### src/design/ilm_pkg.sv
// ----------------------------------------------------------------------------
// ilm_pkg
// Shared types, constants and the divide-by-125 digit step for the interrupt
// latency monitor.
// ----------------------------------------------------------------------------
package ilm_pkg;

  typedef enum logic [1:0] {
    CMD_START     = 2'd0,
    CMD_COMPLETE  = 2'd1,
    CMD_READ_ALL  = 2'd2,
    CMD_READ_SLOW = 2'd3
  } cmd_t;

  localparam logic REG_LOG_LEVEL      = 1'b0;
  localparam logic REG_SLOW_THRESHOLD = 1'b1;

  localparam int IDX_W      = 10;
  localparam int WIN_BITS   = 6;
  localparam int WIN_DEPTH  = 1 << WIN_BITS;
  localparam int SUM_W      = 32 + WIN_BITS;
  localparam int ALL_BITS   = 10;
  localparam int ALL_DEPTH  = 1 << ALL_BITS;
  localparam int SLOW_BITS  = 8;
  localparam int SLOW_DEPTH = 1 << SLOW_BITS;

  localparam logic [7:0]  LOG_ON_LEVEL = 8'd2;
  localparam logic [31:0] SLOW_RESET   = 32'd2000;

  // 1000 * 2^32: first elapsed time whose microsecond count overflows 32 bits
  localparam logic [63:0] SAT_LIMIT    = 64'd4294967296000;

  // digit step: {rem, 10-bit chunk} / 125 by reciprocal multiply
  localparam logic [17:0] RECIP_125    = 18'd134218;
  localparam int          RECIP_SHIFT  = 24;
  localparam logic [6:0]  DIV_125      = 7'd125;

  typedef struct packed {
    cmd_t             cmd;
    logic [63:0]      ts;
    logic [IDX_W-1:0] idx;
  } item_t;

  typedef struct packed {
    item_t       item;
    logic [31:0] lat;
  } lat_item_t;

  typedef struct packed {
    logic                 complete;
    logic [31:0]          lat;
    logic [63:0]          ts;
    logic                 dbg_on;
    logic                 slow_hit;
    logic [SLOW_BITS-1:0] slow_addr;
  } log_cmd_t;

  typedef struct packed {
    logic        all_en;
    logic        slow_en;
    logic        slow_write;
    logic        all_valid;
    logic [31:0] all_data;
    logic        slow_valid;
    logic [63:0] slow_data;
  } log_stat_t;

  // returns {quotient digit, remainder}
  function automatic logic [16:0] div125_step(input logic [6:0] rem, input logic [9:0] chunk);
    logic [16:0] t;
    logic [34:0] prod;
    logic [9:0]  qd;
    logic [16:0] back;
    t    = {rem, chunk};
    prod = 35'(t) * 35'(RECIP_125);
    qd   = prod[RECIP_SHIFT +: 10];
    back = 17'(qd) * 17'(DIV_125);
    return {qd, 7'(t - back)};
  endfunction

endpackage

### src/design/ilm_window.sv
// ----------------------------------------------------------------------------
// ilm_window
// Sliding window of latencies with running sum and latched average.
// ----------------------------------------------------------------------------
module ilm_window
  import ilm_pkg::*;
(
  input  logic                clk,
  input  logic                rst,
  input  logic                commit,
  input  logic [WIN_BITS-1:0] slot,
  input  logic [WIN_BITS-1:0] slot_rd,
  input  logic [31:0]         lat,
  output logic [31:0]         avg_next
);

  logic [31:0]      win_mem [WIN_DEPTH];
  logic [31:0]      rd_data;
  logic             full;
  logic [SUM_W-1:0] sum;
  logic [SUM_W-1:0] sum_next;
  logic [31:0]      avg_latched;
  logic [31:0]      old;

  // entries read as zero until the window has wrapped once
  assign old      = full ? rd_data : '0;
  assign sum_next = commit ? sum - SUM_W'(old) + SUM_W'(lat) : sum;
  assign avg_next = (commit && slot == '0) ? sum_next[SUM_W-1:WIN_BITS] : avg_latched;

  always_ff @(posedge clk) begin
    if (rst) begin
      full        <= 1'b0;
      sum         <= '0;
      avg_latched <= '0;
    end else begin
      sum         <= sum_next;
      avg_latched <= avg_next;
      if (commit && slot == WIN_BITS'(WIN_DEPTH - 1)) full <= 1'b1;
    end
  end

  always_ff @(posedge clk) begin
    if (commit) win_mem[slot] <= lat;
    rd_data <= win_mem[slot_rd];
  end

endmodule

### config.mk
export PLATFORM = sky130hd
export DESIGN_NAME = ilm_window
export DESIGN_NICKNAME = d
export VERILOG_FILES = /design/src/design/ilm_pkg.sv /design/src/design/ilm_window.sv
export SDC_FILE = /design/constraint.sdc
export NUM_CORES = 2
export LEC_CHECK = 0
export ABC_CLOCK_PERIOD_IN_PS = 5600
export BUFFER_PORTS_ARGS = -buffer_cell sky130_fd_sc_hd__buf_2
export CAP_MARGIN = 25
export CORE_ASPECT_RATIO = 1.4
export CORE_MARGIN = 2
export CORE_UTILIZATION = 50
export DETAILED_ROUTE_END_ITERATION = 10
export PLACE_DENSITY = 0.65
export SYNTH_ARGS = -nofsm -noshare
export SYNTH_HDL_FRONTEND = slang
export SYNTH_SLANG_ARGS = --single-unit
### constraint.sdc
create_clock -name clk -period 5.6 [get_ports clk]
set_input_delay 1.12 -clock clk [delete_from_list [all_inputs] [get_ports clk]]
set_output_delay 1.12 -clock clk [all_outputs]
set_load 0.02 [all_outputs]
==> results.toml <==
[sta]
fin_crit_ns = 5.49
slew_headroom_pct = 26.0
final-setup-viol-count = 0
slew_viol_final = 0
whs_ns = 0.461
fin_setup_tns_ns = 0
fmax_mhz = 182
max_slew.worst_pin.slew_ns = 1.11
period_share_pct = 98.0
hold_viol_final = 0
rsz0062_at_grt = "yes"
fin_skew_ns = 0.0253

[power_and_ir_drop]
vdd_drop_max_mv = 0.306
powerDensity_nw_per_um2 = 375
leakage_nw = 30.9
fin_total_pwr_mw = 36.3

[final_layout]
multiInputGateArea_um2 = 20500
regArea_um2 = 63600
final_nets = 4328
layout-drive-gt1-share_pct = 32.6
syn_to_final_growth_pct = 14.0
final_cells = 6622
fill_cells = 12100

[drt]
wire_per_inst_um = 31.5
drc = 0
vias = 40400
drt_wl_total_um = 208000
vias_per_cell = 6.10
first_iter_violations = 4498
dr.pass1.iters = 5
antenna_left = 0

[min_path]
hold_class = "flip-flop to flip-flop"
min_delay_path_depth = 2

[global_routing]
grt_pass1_wl_um = 299000
grt.total_usage_pct = 24.2
grt_start_max_net_pins = 81
grt_overflow = 0
antenna_found_initial = 20
grt_pass1_vias = 41800

[logic_synthesis]
syn_inst = 3865
synth_edf_count = 2048
syn_nets = 3982
yosysWarnings = 0
synth.distinct_cells = 67
ys.flop_type = "edfxtp_1"
synth_async_sr_flop_share_pct = 0
ys_seq_area_share_pct = 75.0
synth-seq-cells = 2151
netlist_area_um2 = 84700
avgSynthCellArea_um2 = 21.9

[worst_setup_path]
critPathKind = "flip-flop to primary output"
crit_start = "full$_SDFFE_PP0P_"
arrival_ns = 4.37
path_max_fanout = 8
worst_setup_path_end_kind = "primary output"
cp-endpoint = "avg_next[30]"
rrSetupSlack_ns = 1.81
reg2reg_to = "avg_latched[30]$_SDFF_PP0_"
required_ns = 4.48
regToRegStartpoint = "full$_SDFFE_PP0P_"
reg2reg_depth = 16
worst_setup_path_start_kind = "flip-flop"

[placed_design]
dp_cells = 6257
dp.final_hpwl_um = 126000
place_congestion = 0.920
portBuffers = 78

[clock_network]
cts_tree = "done"
cts_buffer_depth = 3
insertion_delay_ns = 0.82
cts.sinks = 2151
holdBufCountCts = 0
cts_buffers = 187
clkTransAtPathRegs_ns = 0.07
htree_levels = 4
clockRootBuffer = "clkbuf_16"

[job]
cap_violations = 0

[floorplan]
num_rows = 178
coreArea_um2 = 168000
ioPinCount = 79
initial_core_util_pct = 50.4
die_area_um2 = 173000
die_x_um = 352
die_h_um = 491

[run_status]
status = "completed"
==> routing by layer <==
layer  vias up  share of wire [%]  wire (um)  track usage [%]
li1      16800                  -          -                -
met1     21900                 39      80900             32.3
met2      1495                 52     108000             41.4
met3       279                7.1      14700             4.49
met4         2                2.4       4970             6.17
met5         -             0.0062         13                0
==> cell usage in the layout, fill, tap and decap left out, types with 31 or more instances in the layout <==
cell	count
o21ai_0	38
a21oi_1	62
nor2_4	63
clkinv_1	48
nor2_1	57
clkbuf_16	196
inv_1	140
fa_1	31
edfxtp_1	2048
mux4_2	664
buf_4	252
buf_2	64
clkbuf_1	36
and2_1	32
dfxtp_1	102
nand2_1	87
==> final cells by class <==
type	instances	share of cell area (%)
clock inverters	106	1.06
clock buffers	235	5.26
flip-flops and latches	2151	65.8
multi-input cells	1365	21.3
repair buffers	360	3.08
inverters	146	0.580
diodes	9	0.0233
well taps	2250	2.91
==> registers in the layout, summed over array words and instances, names as in the netlist <==
register     cells
win_mem       2048
rd_data         32
avg_latched     32
sum             38
full             1
==> synthesized netlist by cell type, types with 5 or more instances <==
library cell	n	area share, %
buf_1	22	0.097
nand3_1	30	0.18
o21a_1	9	0.080
nor3b_1	6	0.053
ha_1	38	0.56
clkbuf_1	112	0.50
o21ai_0	43	0.25
a21o_1	10	0.089
o311ai_0	5	0.052
or3_1	10	0.074
and2_1	36	0.27
mux2_2	16	0.21
xnor2_1	12	0.12
a21oi_1	66	0.39
mux2i_1	27	0.32
dfxtp_1	103	2.4
edfxtp_1	2048	73
nor2_1	122	0.54
nor2b_1	18	0.13
fa_1	32	0.76
o211ai_1	5	0.044
mux4_2	664	18
inv_1	145	0.64
nand2_1	87	0.39
or4_1	6	0.053
a31oi_1	6	0.044
buf_4	7	0.062
nand4_1	12	0.089
nor3_1	19	0.11
xor2_1	7	0.072
buf_2	60	0.35
a211oi_1	15	0.13
==> metrics by stage <==
step	worst slack [ns]	cell area [um^2]	utilization, %
after detailed placement	-0.184	90000	53.5
after floorplan	0.594	84700	-
final	0.114	96600	57.4
after CTS	-0.00724	96200	57.2
after global placement	-0.133	89900	53.5
after global routing	-0.0585	96600	57.4
==> worst min-delay path by stage <==
stage / startpoint / end / slack, ns
6_report: avg_latched[4]$_SDFF_PP0_ / avg_latched[4]$_SDFF_PP0_ / 0.46
5_1_grt: avg_latched[4]$_SDFF_PP0_ / avg_latched[4]$_SDFF_PP0_ / 0.48
4_1_cts: sum[5]$_SDFFE_PP0P_ / sum[5]$_SDFFE_PP0P_ / 0.46
3_5_place_dp: sum[5]$_SDFFE_PP0P_ / sum[5]$_SDFFE_PP0P_ / 0.45
3_3_place_gp: sum[5]$_SDFFE_PP0P_ / sum[5]$_SDFFE_PP0P_ / 0.45
2_1_floorplan: sum[5]$_SDFFE_PP0P_ / sum[5]$_SDFFE_PP0P_ / 0.43
==> logic make-up after synthesis <==
group / after synthesis / synth area share, %
AND/OR/NAND/NOR: 369 / 2.10
adder cells (fa/ha/maj): 70 / 1.32
buffers and inverters: 349 / 1.68
XOR/XNOR: 19 / 0.196
multiplexers: 707 / 18.2
AO/OA/AOI/OAI: 200 / 1.52
flip-flops: 2151 / 75.0
==> repair_timing <==
action | in CTS | in global routing
endpoints found under the setup margin | 15 | 26
pin swaps | 8 | 31
setup buffers | 3 | 11
gates cloned | 0 | 1
gates resized for setup | 19 | 67
==> where the power goes <==
| part | internal (mW) | leakage, nW | switching, mW | total (mW) |
|---|---|---|---|---|
| Combinational | 2.28 | 8.68 | 2.99 | 5.27 |
| Clock | 7.33 | 2.98 | 5.70 | 13.0 |
| Sequential | 17.8 | 19.3 | 0.108 | 18.0 |
| Total | 27.5 | 30.9 | 8.80 | 36.3 |
==> critical path, cell delays in order (launching register included) <==
cell and delay [ns]:
dfxtp_4 0.37, buf_8 0.14, and2_4 0.14, fa_1 0.49
inv_2 0.05, ha_4 0.22, nor2b_2 0.16, o31a_1 0.35
o31ai_4 0.35, buf_6 0.17, a31oi_4 0.08, o2111a_1 0.27
o211ai_1 0.29, a211o_1 0.23, nand3_2 0.10, buf_6 0.14
Note: power is estimated with default switching activity, not from simulation.
