`config.mk`:
```
export PLATFORM = sky130hd
export DESIGN_NAME = ilm_latency
export DESIGN_NICKNAME = d
export VERILOG_FILES = /design/src/design/ilm_pkg.sv /design/src/design/ilm_latency.sv
export SDC_FILE = /design/constraint.sdc
export NUM_CORES = 1
export LEC_CHECK = 0
export ABC_CLOCK_PERIOD_IN_PS = 19100
export BUFFER_PORTS_ARGS = -buffer_cell sky130_fd_sc_hd__buf_4
export CORE_MARGIN = 4
export CORE_UTILIZATION = 63
export DETAILED_ROUTE_END_ITERATION = 10
export GPL_ROUTABILITY_DRIVEN = 0
export PLACE_DENSITY = 0.92
export REMOVE_ABC_BUFFERS = 1
export SKIP_CTS_REPAIR_TIMING = 1
export SLEW_MARGIN = 10
export SYNTH_ARGS = -nofsm -noshare
export SYNTH_HDL_FRONTEND = slang
export SYNTH_SLANG_ARGS = --single-unit
```
`constraint.sdc`:
```
create_clock -name clk -period 19.1 [get_ports clk]
set_clock_uncertainty 0.1 [all_clocks]
set_input_delay 0 -clock clk [delete_from_list [all_inputs] [get_ports clk]]
set_output_delay 0 -clock clk [all_outputs]
set_load 0.05 [all_outputs]
```
`src/design/ilm_pkg.sv`:
```
// ----------------------------------------------------------------------------
// ilm_pkg
// Shared types, constants and the divide-by-125 digit step for the interrupt
// latency monitor.
// ----------------------------------------------------------------------------
package ilm_pkg;

  typedef enum logic [1:0] {
    CMD_START     = 2'd0,
    CMD_COMPLETE  = 2'd1,
    CMD_READ_ALL  = 2'd2,
    CMD_READ_SLOW = 2'd3
  } cmd_t;

  localparam logic REG_LOG_LEVEL      = 1'b0;
  localparam logic REG_SLOW_THRESHOLD = 1'b1;

  localparam int IDX_W      = 10;
  localparam int WIN_BITS   = 6;
  localparam int WIN_DEPTH  = 1 << WIN_BITS;
  localparam int SUM_W      = 32 + WIN_BITS;
  localparam int ALL_BITS   = 10;
  localparam int ALL_DEPTH  = 1 << ALL_BITS;
  localparam int SLOW_BITS  = 8;
  localparam int SLOW_DEPTH = 1 << SLOW_BITS;

  localparam logic [7:0]  LOG_ON_LEVEL = 8'd2;
  localparam logic [31:0] SLOW_RESET   = 32'd2000;

  // 1000 * 2^32: first elapsed time whose microsecond count overflows 32 bits
  localparam logic [63:0] SAT_LIMIT    = 64'd4294967296000;

  // digit step: {rem, 10-bit chunk} / 125 by reciprocal multiply
  localparam logic [17:0] RECIP_125    = 18'd134218;
  localparam int          RECIP_SHIFT  = 24;
  localparam logic [6:0]  DIV_125      = 7'd125;

  typedef struct packed {
    cmd_t             cmd;
    logic [63:0]      ts;
    logic [IDX_W-1:0] idx;
  } item_t;

  typedef struct packed {
    item_t       item;
    logic [31:0] lat;
  } lat_item_t;

  typedef struct packed {
    logic                 complete;
    logic [31:0]          lat;
    logic [63:0]          ts;
    logic                 dbg_on;
    logic                 slow_hit;
    logic [SLOW_BITS-1:0] slow_addr;
  } log_cmd_t;

  typedef struct packed {
    logic        all_en;
    logic        slow_en;
    logic        slow_write;
    logic        all_valid;
    logic [31:0] all_data;
    logic        slow_valid;
    logic [63:0] slow_data;
  } log_stat_t;

  // returns {quotient digit, remainder}
  function automatic logic [16:0] div125_step(input logic [6:0] rem, input logic [9:0] chunk);
    logic [16:0] t;
    logic [34:0] prod;
    logic [9:0]  qd;
    logic [16:0] back;
    t    = {rem, chunk};
    prod = 35'(t) * 35'(RECIP_125);
    qd   = prod[RECIP_SHIFT +: 10];
    back = 17'(qd) * 17'(DIV_125);
    return {qd, 7'(t - back)};
  endfunction

endpackage

```
`src/design/ilm_latency.sv`:
```
// ----------------------------------------------------------------------------
// ilm_latency
// Input register, elapsed time against the start mark, and a two-stage
// divide by 1000 with saturation to 32 bits.
// ----------------------------------------------------------------------------
module ilm_latency
  import ilm_pkg::*;
(
  input  logic      clk,
  input  logic      rst,
  input  logic      in_valid,
  output logic      in_stall,
  input  item_t     in_item,
  output logic      lat_valid,
  output lat_item_t lat_item,
  input  logic      lat_ready
);

  typedef struct packed {
    item_t       item;
    logic [63:0] diff;
  } s1_t;

  typedef struct packed {
    item_t       item;
    logic        sat;
    logic [11:0] q_hi;
    logic [6:0]  rem;
    logic [19:0] x_lo;
  } s2_t;

  logic        v0, v1, v2;
  logic        rdy0, rdy1, rdy2;
  item_t       s0;
  s1_t         s1;
  s2_t         s2;
  logic [63:0] start_time;

  logic [39:0] x40;
  logic [16:0] step3, step2, step1, step0;
  logic        sat;
  logic [31:0] lat;

  assign rdy2     = !v2 || lat_ready;
  assign rdy1     = !v1 || rdy2;
  assign rdy0     = !v0 || rdy1;
  assign in_stall = !rdy0;

  // (diff >> 3) / 125, top two digits
  always_comb begin
    x40   = {1'b0, s1.diff[41:3]};
    step3 = div125_step(7'd0, x40[39:30]);
    step2 = div125_step(step3[6:0], x40[29:20]);
    sat   = s1.diff >= SAT_LIMIT;
  end

  // low two digits
  always_comb begin
    step1 = div125_step(s2.rem, s2.x_lo[19:10]);
    step0 = div125_step(step1[6:0], s2.x_lo[9:0]);
    lat   = s2.sat ? '1 : {s2.q_hi, step1[16:7], step0[16:7]};
  end

  assign lat_valid     = v2;
  assign lat_item.item = s2.item;
  assign lat_item.lat  = lat;

  always_ff @(posedge clk) begin
    if (rst) begin
      v0         <= 1'b0;
      v1         <= 1'b0;
      v2         <= 1'b0;
      start_time <= '0;
    end else begin
      if (rdy0) v0 <= in_valid;
      if (rdy1) v1 <= v0;
      if (rdy2) v2 <= v1;
      if (v0 && rdy1 && s0.cmd == CMD_START) start_time <= s0.ts;
    end
  end

  always_ff @(posedge clk) begin
    if (rdy0) s0 <= in_item;
    if (rdy1) begin
      s1.item <= s0;
      s1.diff <= s0.ts - start_time;
    end
    if (rdy2) begin
      s2.item <= s1.item;
      s2.sat  <= sat;
      s2.q_hi <= {step3[8:7], step2[16:7]};
      s2.rem  <= step2[6:0];
      s2.x_lo <= x40[19:0];
    end
  end

endmodule

```
==> impl_metrics.tcl <==
set metrics [dict create \
    synth_top_area_share_pct 32.4 \
    cts_tree "built" \
    synth_top_family_by_area "adder cells" \
    cp_max_fo 10 \
    grt_pass1_vias 22780 \
    max_freq_mhz 60.9 \
    port_buffers 189 \
    grt.overflow.total 0 \
    dp_hpwl_um 52800 \
    setup_viol 0 \
    routedWlPerCell_um 19.8 \
    yosys.area_share.simple_pct 7.88 \
    maxCapViolations 0 \
    first_iter_violations 1439 \
    grt.total_usage_pct 26.4 \
    vias 21620 \
    setup_tns_ps 0 \
    status "completed" \
    slowest_delay_ps 590 \
    start_util_pct 64.1 \
    yosysUniqueCellTypes 85 \
    post-route-util_pct 71.8 \
    synth_seq_area_share_pct 36.7 \
    synthMuxAreaShare_pct 0.297 \
    cts.sink_count 399 \
    synth_compound_area_share_pct 9.29 \
    clock-root-buffer "clkbuf_16" \
    worstSkewPairLatency_ps 580 \
    die_w_um 229 \
    clockBufferDepth 3 \
    synth_area_leaders "edfxtp_1, ha_1, fa_1, inv_1, dfxtp_1" \
    drcViolationCount 0 \
    finalNetCount 3826 \
    netlist_area_um2 30800 \
    synthAdderAreaFrac_pct 33.8 \
    avgSynthCellArea_um2 11.0 \
    ios 190 \
    cp-end-kind "flip-flop" \
    ys.warnings.count 0 \
    synth_ff_type "edfxtp_1" \
    antenna_found_initial 1 \
    worstPathRequired_ps 19320 \
    ant_nets 0 \
    row_count 80 \
    slew_violations 0 \
    die_h_um 229 \
    path_class "flip-flop to flip-flop" \
    routed_wl_um 72500 \
    yosys.area.top_type "edfxtp_1" \
    firstDrtPassIters 8 \
    fin_crit_sh_pct 85.9 \
    drive_above_1_share_pct 10.5 \
    cp_slowest_cell "edfxtp_1" \
    synth_edf_count 332 \
    htreeDepth 2 \
    grt_pass1_wl_um 113000 \
    period_minus_slack_ps 16410 \
    arrival_ps 16640 \
    cpMostUsedCell "ha_1" \
    rsz0062_at_grt "false" \
    area_growth_pct 12.0 \
    coreArea_um2 48000 \
    drt-vias-per-instance 5.92 \
    relSlewSlack_pct 24.8 \
    ys_ff_latch 399 \
    numCtsBuffers 40 \
    tightestPinTransition_ps 1130 \
    synthXorXnorAreaFrac_pct 3.71 \
    critPathLaunchType "flip-flop" \
    finalHoldViolations 0 \
    synth-async-reset-ratio_pct 0 \
    grt_max_degree 78 \
    holdCritPathClass "primary input to flip-flop" \
    dieArea_um2 52500 \
    clk_pin_slew_ps 60 \
    syn_inst 2812 \
]
## cells by family after synthesis
kind of cell / count (synthesis)
adder cells (fa/ha/maj): 739
multiplexers: 9
AND/OR/NAND/NOR: 501
XOR/XNOR: 123
flip-flops: 399
AO/OA/AOI/OAI: 437
buffers and inverters: 604
## routing by layer
metal / up-vias / GRT usage (%) / share of wire [%]
li1: 10031 / - / -
met1: 10462 / 31.5 / 38
met2: 874 / 47.1 / 51
met3: 251 / 4.73 / 6.5
met4: 2 / 10.7 / 4.5
met5: - / 0 / 0.017
## critical path, delay by kind of cell, from the launching register on
family / cells / cell delay, ps
buf+inv: 5 / 420
xor+xnor: 9 / 2070
compound gates: 11 / 3290
simple gates: 12 / 2390
fa+ha+maj: 18 / 7120
mux: 1 / 160
flops: 1 / 590
## registers in the layout (all words and copies together), names as in the netlist
signal,cells
s1,140
lat_item,76
s0,76
start_time,64
s2,40
lat_valid,1
v0,1
v1,1
## placed cells by master, fill, tap and decap left out, drive strengths merged, types with 5 or more instances in the layout
| cell | instances |
|---|---|
| a31o | 5 |
| xor2 | 37 |
| buf | 194 |
| clkbuf | 54 |
| o21a | 18 |
| mux2i | 8 |
| nor2 | 74 |
| nor4 | 13 |
| nor2b | 16 |
| edfxtp | 332 |
| nand2b | 14 |
| a31oi | 13 |
| a2111oi | 9 |
| or2 | 25 |
| nand3 | 36 |
| o21bai | 16 |
| fa | 155 |
| nand3b | 6 |
| clkinv | 11 |
| o21ai | 67 |
| inv | 484 |
| a211oi | 18 |
| xnor2 | 83 |
| a21o | 72 |
| dfxtp | 67 |
| and3 | 19 |
| or4 | 7 |
| o31ai | 6 |
| nand4 | 22 |
| o211ai | 10 |
| or3 | 9 |
| and2 | 11 |
| a21oi | 159 |
| o31a | 5 |
| ha | 584 |
| nand2 | 206 |
| nor3 | 31 |
| dlygate4sd3 | 81 |
## synthesized netlist by cell type, drive strengths merged, types with 25 or more instances
| library cell | count |
|---|---|
| buf | 80 |
| xor2 | 37 |
| a21o | 72 |
| o21ai | 67 |
| edfxtp | 332 |
| or2 | 25 |
| clkbuf | 42 |
| a21oi | 159 |
| xnor2 | 83 |
| ha | 584 |
| fa | 155 |
| dfxtp | 67 |
| inv | 481 |
| nor3 | 31 |
| nor2 | 74 |
| nand3 | 36 |
| nand2 | 206 |
## final timing paths
check / slack (ps) / startpoint / depth (start not counted) / end
hold / removal: 30 / in_item[65] / 2 / s0[65]
setup / recovery: 2690 / s1[39] / 56 / s2[26]
hold reg to reg: 310 / s1[123] / 0 / lat_item[91]
setup reg to reg: 2690 / s1[39] / 56 / s2[26]
## through the flow
step           hold slack, ps  cells  setup slack (ps)  instance area [um2]
2_1_floorplan           -30.9   2690              4560                30100
3_3_place_gp             77.9   3499              3880                32300
3_5_place_dp             79.3   3499              2940                32300
4_1_cts                  -533   3572              2860                33700
5_1_grt                  35.6   3653              2020                34500
6_report                 31.6   3654              2690                34500
## final cells by class
class	instances	area [um2]
Antenna cell	1	2.50
Clock buffer	54	1140
Clock inverter	19	243
Fill cell	2989	13500
Inverter	482	1820
Multi-Input combinational cell	1809	16900
Sequential cell	399	11300
Tap cell	615	769
Timing Repair Buffer	275	2270
Power is not shown: default switching activity piles up to over one toggle a cycle in this logic, so the estimate is an artifact.
